File: config.mk
export PLATFORM = sky130hd
export DESIGN_NAME = glp_divider
export DESIGN_NICKNAME = d
export VERILOG_FILES = /design/src/design/glp_pkg.sv /design/src/design/glp_divider.sv
export SDC_FILE = /design/constraint.sdc
export NUM_CORES = 1
export LEC_CHECK = 0
export BUFFER_PORTS_ARGS = -buffer_cell sky130_fd_sc_hd__buf_2
export CAP_MARGIN = 10
export CORE_MARGIN = 3
export CORE_UTILIZATION = 55
export CTS_CLUSTER_DIAMETER = 100
export DETAILED_ROUTE_END_ITERATION = 8
export PLACE_DENSITY = 0.91
export SLEW_MARGIN = 20
export SYNTH_ARGS = -nofsm -noshare
export SYNTH_HDL_FRONTEND = slang
export SYNTH_SLANG_ARGS = --single-unit
export TNS_END_PERCENT = 10
File: constraint.sdc
create_clock -name clock -period 8.6 [get_ports clock]
set_input_delay 1.72 -clock clock [delete_from_list [all_inputs] [get_ports clock]]
set_output_delay 1.72 -clock clock [all_outputs]
set_load 0.1 [all_outputs]
File: src/design/glp_pkg.sv
`timescale 1ns / 1ps
// ----------------------------------------------------------------------------
// glp_pkg
// Shared types and constants of the gesture loop playback block.
// ----------------------------------------------------------------------------
package glp_pkg;

   localparam int DIV_NUM_W = 48;
   localparam int DIV_DEN_W = 40;

   localparam logic [15:0] SPEED_FLOOR = 16'd13;

   typedef enum logic [1:0] {
      CMD_CLEAR    = 2'd0,
      CMD_APPEND   = 2'd1,
      CMD_FINALIZE = 2'd2,
      CMD_QUERY    = 2'd3
   } cmd_type;

   localparam logic [1:0] STAT_OK   = 2'd0;
   localparam logic [1:0] STAT_IDLE = 2'd1;
   localparam logic [1:0] STAT_FULL = 2'd2;

   localparam logic [1:0] CSR_SPEED     = 2'd0;
   localparam logic [1:0] CSR_RANGE_EN  = 2'd1;
   localparam logic [1:0] CSR_RANGE_LOW = 2'd2;
   localparam logic [1:0] CSR_RANGE_HI  = 2'd3;

   typedef struct packed {
      logic        grab;
      logic [31:0] stamp;
      logic [31:0] value;
   } entry_type;

   typedef struct packed {
      logic busy;
      logic done;
   } div_stat_type;

endpackage

File: src/design/glp_divider.sv
`timescale 1ns / 1ps
// ----------------------------------------------------------------------------
// glp_divider
// Unsigned restoring divider, one quotient bit per cycle.
// ----------------------------------------------------------------------------
module glp_divider import glp_pkg::*; (
   input  logic                 clock,
   input  logic                 reset,
   input  logic                 start,
   input  logic [DIV_NUM_W-1:0] num,
   input  logic [DIV_DEN_W-1:0] den,
   output div_stat_type         stat,
   output logic [DIV_NUM_W-1:0] quot,
   output logic [DIV_DEN_W-1:0] rem
);

   localparam int CNT_W = $clog2(DIV_NUM_W + 1);

   logic [DIV_NUM_W-1:0] quot_ff;
   logic [DIV_DEN_W-1:0] rem_ff;
   logic [DIV_DEN_W-1:0] den_ff;
   logic [CNT_W-1:0]     cnt_ff;
   logic                 busy_ff;
   logic                 done_ff;
   logic [DIV_DEN_W:0]   rem_sh;
   logic                 ge;
   logic [DIV_DEN_W:0]   rem_in;

   always_comb begin
      rem_sh = {rem_ff, quot_ff[DIV_NUM_W-1]};
      ge     = rem_sh >= {1'b0, den_ff};
      rem_in = ge ? (rem_sh - {1'b0, den_ff}) : rem_sh;
   end

   always_ff @(posedge clock) begin
      if (reset) begin
         busy_ff <= 1'b0;
         done_ff <= 1'b0;
         cnt_ff  <= '0;
      end else begin
         done_ff <= !start && busy_ff && (cnt_ff == CNT_W'(DIV_NUM_W - 1));
         if (start) begin
            busy_ff <= 1'b1;
            cnt_ff  <= '0;
            quot_ff <= num;
            rem_ff  <= '0;
            den_ff  <= den;
         end else if (busy_ff) begin
            quot_ff <= {quot_ff[DIV_NUM_W-2:0], ge};
            rem_ff  <= rem_in[DIV_DEN_W-1:0];
            cnt_ff  <= cnt_ff + 1'b1;
            if (cnt_ff == CNT_W'(DIV_NUM_W - 1)) begin
               busy_ff <= 1'b0;
            end
         end
      end
   end

   assign stat.busy = busy_ff;
   assign stat.done = done_ff;
   assign quot      = quot_ff;
   assign rem       = rem_ff;

endmodule

== Word-level counts from Yosys, hierarchy flattened ==
Cells that the tools add are included.

* Output and inout port bits: 90
* Bits in registers: 136
* Bits of input ports: 91
* Word-level logic and storage cells: 25

* Bitwise logic cells: 1
* Order comparisons: 1
* Add/subtract/negate cells: 2
* Equality and inequality tests: 1
* Muxes and demuxes: 7
* Reductions and logical operators: 7

{| class="wikitable"
|+ Operators by type and width
! cell !! number
|-
| $mux 48 || 2
|-
| $mux 40 || 2
|-
| $ge 41x40->1 || 1
|-
| $sub 40x40->40 || 1
|-
| $add 6x1->6 const B || 1
|-
| $eq 6x6->1 const B || 1
|-
| $reduce_and 2->1 || 2
|-
| $mux 1 || 3
|-
| $logic_and 1x1->1 || 2
|-
| $reduce_bool 2->1 || 1
|-
| $reduce_or 2->1 || 1
|-
| $logic_not 1->1 || 1
|-
| $not 1->1 || 1
|}

== Logic depth before layout (Yosys ltp) ==
* Depth after elaboration: 4
* Gate-level depth with buffers: 14
* Depth with buffers taken out: 12

== Worst setup path before layout ==
OpenSTA, ideal clock, no wires.

* Kind: input to register
* From: input start
* To: register quot_ff[0], in the netlist quot[0], enable pin
* Required time: 8.065 ns
* Arrival: 5.997 ns
* Stages on the path: 4
* Setup slack: 2.067 ns
* Path buffers: 2
* Library setup time: 0.535 ns
* Cell sequence: clkbuf_1 -> clkbuf_1 -> nor2_1 -> nor2_1

* Cells in the longest elaborated chain, start to end: 2

{| class="wikitable"
|+ Ends and longest elaborated chain
! element !! line !! source
|-
| start, declared || glp_divider.sv:9 || <nowiki>input logic start,</nowiki>
|-
| $reduce_bool 2->1 (no source line) || n/a ||
|-
| $reduce_and 2->1 (no source line) || n/a ||
|-
| end signal, assigned || glp_divider.sv:45 || <nowiki>quot_ff <= num;</nowiki>
|-
| end signal, assigned || glp_divider.sv:49 || <nowiki>quot_ff <= {quot_ff[DIV_NUM_W-2:0], ge};</nowiki>
|-
| end, declared || glp_divider.sv:19 || <nowiki>logic [DIV_NUM_W-1:0] quot_ff;</nowiki>
|}

No other way between the ends.
A chain may end at the register's enable or synchronous reset.

== Worst setup path after layout ==
* From: input start
* To: register den_ff[21], enable pin

* Cells in the longest elaborated chain, start to end: 1

{| class="wikitable"
|+ Ends and longest elaborated chain
! element !! line !! source
|-
| $reduce_and 2->1 (no source line) || n/a ||
|-
| end signal, assigned || glp_divider.sv:47 || <nowiki>den_ff <= den;</nowiki>
|-
| end, declared || glp_divider.sv:21 || <nowiki>logic [DIV_DEN_W-1:0] den_ff;</nowiki>
|}

No other way between the ends.

==> metrics.txt <==
clock slew at reported path FFs 60 ps; synth unique cells 66; Worst Setup Start Kind input pin; Reg2Reg Capture Point rem[29]; grt total ovfl 0; CP required 8730 ps; critical path cell sequence buf_4 > buf_4 > inv_1 > nor2_4 > buf_16; f_max 268 MHz; largest net degree at the start of global routing 90; Max Cap Violations 0; number of setup buffers added after CTS 0; gpl congestion 0.944; # H-tree levels 4; Post-synth ARST share 0%; dpl ws 4140 ps; synthesized flop and latch total 136; critical path peak fanout 89; routed length per placed instance 18.0 um; RSZ-0062 raised after global routing false; cell mode on critical path buf_4; skew final 9.99 ps; yosys warns 0; DR pass1 iterations 5; crit path kind in -> reg; worst r2r src rem[17]; row count 43; Layout area overhead 20.5%; Post-Synth Adder-Cell Area 6.77%; WP buf/inv 4; minimum clock period 3730 ps; Total GRT Usage 24.5%; vias in the first global route 6120; Crit path largest cell delay 790 ps; cts bufs inserted 17; Ports 181; Worst Setup SP start; fin. max-slew vios 0; commonest non-fill, non-tap cell in the layout buf_2; Slowest-stage cell, CP buf_4; Synth Area in XOR/XNOR 4.45%; Clock Tree Buf Depth 2; number of vias per cell 5.78; post-cts resize count 0; first-pass GRT wire length 30600 um; R2R depth 10; final wirelength 19100 um; PortBufs 180; flop2flop setup slack 5130 ps; clk root buf clkbuf_16; Core ar. 0.0139 mm2; syn avg cell area 11.3 um2; DIE AREA 0.0158 mm2; clk sinks 136; initial drt markers 429; top_reg_cell synth edfxtp_1; Hold WC Path Type reg -> reg; Worst-Skew Late Latency 430 ps; Worst path depth 5; diode count 0; Hold Violations, Final 0; leak pwr 4.10 nW; Die W 126 um; cell type with the largest total area after synthesis edfxtp_1; post-route ant nets 0; Post-Syn Area 0.00788 mm2; result of the run complete, no violations; Worst setup endpoint den_ff[21]; Crit. End Element register; vias after detailed routing 6125; most frequent cells in the layout buf_2, edfxtp_1, nor2_1; final setup vio count 0; PwrDens 243 mW/mm2; FILL cells 1069; CP arrival 3860 ps; Synth top area share 48.8%; Worst-Margin Slew 1040 ps; post-synthesis mux area share 10.5%; CTS Hold Bufs 0; synth top area cells edfxtp_1, mux2_2, ha_1; initial antenna violation count 1; Final HPWL DP 13800 um; largest family of logic cells by synthesized area compound AO/OA/AOI/OAI gates; slew margin rel. 30.4%; setup TNS 0 ps; CTS tree built; drt drc 0; Tcrit/Tclk final 43.4%; fraction of layout cells with a size suffix above 1 31.8%; Starting Density 56.5%; worst setup margin 4870 ps; Post-Synth Simple-Gate Area 10.3%; number of enable flip-flop cells after synthesis 128; Compound-Gate Fraction of Synth Area 12.2%; VDD IR max 0.209 mV; post-synthesis sequential area ratio 50.8%; Largest delay share family, worst path buffers and inverters; Mapped Cells 695; die span in y 126 um; Nets 1000; syn nets 828
-- cell families (layout without fill, tap and decap cells) --
group | after synthesis | after routing
fa+ha+maj | 42 | 42
mux | 77 | 77
simple gates | 178 | 178
compound gates | 138 | 138
flops | 136 | 136
buf+inv | 84 | 269
xor+xnor | 40 | 40
-- cells in the mapped netlist (2+ instances only) --
library cell	n
o21ai_1	5
a21o_1	13
o21ai_0	15
a211oi_1	6
buf_12	2
o211ai_1	6
nor4_1	5
a21boi_1	3
nand2b_1	3
nor3_1	7
a21oi_1	39
mux2_2	47
buf_2	8
a2111oi_0	4
o21ai_2	2
o2111ai_1	3
xnor2_1	26
ha_1	41
or2_2	4
buf_6	2
a211o_1	2
a31oi_1	6
and2_1	3
nor2_1	67
buf_4	4
dfxtp_1	8
nand3_1	18
o21bai_1	3
nand4_1	7
edfxtp_1	128
o2bb2ai_1	3
mux2i_1	30
o22ai_1	2
xor2_1	14
inv_1	52
nor2b_1	3
nand2_1	45
o21a_1	4
clkbuf_1	16
and3_1	9
a31o_2	3
a32oi_1	2
a21oi_2	2
-- cell type report --
type                    count  area, um2  area share, %
repair buffers            185        981           10.3
inverters                  52        195           2.06
clock buffers              17        425           4.48
well taps                 180        225           2.37
flip-flops and latches    136       4000           42.2
multi-input cells         475       3510           37.0
clock inverters            15        151           1.60
-- flip-flops by register name, summed over array words and instances (netlist names) --
| register | flops |
|---|---|
| cnt_ff | 6 |
| busy_ff | 1 |
| rem | 40 |
| done_ff | 1 |
| quot | 48 |
| den_ff | 40 |
-- metrics by stage --
step	hold WS, ps	total power [W]	cells	utilization, %	area (um2)
final	492	0.00231	1060	68.1	9490
after global routing	528	0.00241	1060	68.1	9490
after CTS	493	0.00231	1058	67.7	9440
after detailed placement	475	0.00160	1026	63.6	8860
after global placement	473	0.00158	1026	63.6	8860
after floorplan	449	0.00146	695	-	7880
-- tightest hold or removal path, stage by stage, from the launching register on --
cell and delay, ps:
dfxtp_1 320, nand2_1 80, nor4_1 60
-- metal layers --
layer | vias up | track usage, % | wire [um]
li1 | 2906 | - | -
met1 | 2913 | 30.2 | 7580
met2 | 275 | 40.8 | 9410
met3 | 29 | 8.14 | 1770
met4 | 2 | 7.97 | 338
met5 | - | 0 | 7
-- how the worst min path moves through the flow --
stage          startpoint        end  slack (ps)  cells after the start
2_1_floorplan   cnt_ff[5]    done_ff         450                      2
3_3_place_gp    cnt_ff[5]  cnt_ff[5]         470                      2
3_5_place_dp    cnt_ff[5]    done_ff         470                      2
4_1_cts         cnt_ff[5]    done_ff         490                      2
5_1_grt         cnt_ff[5]  cnt_ff[5]         530                      2
6_report        cnt_ff[5]    done_ff         490                      2
-- power breakdown --
group,internal (W),switching [W],leakage (nW)
Sequential,0.000795,0.0000343,1.29
Clock,0.000426,0.000288,0.273
Combinational,0.000226,0.000541,2.54
(Power assumes the default switching activity.)
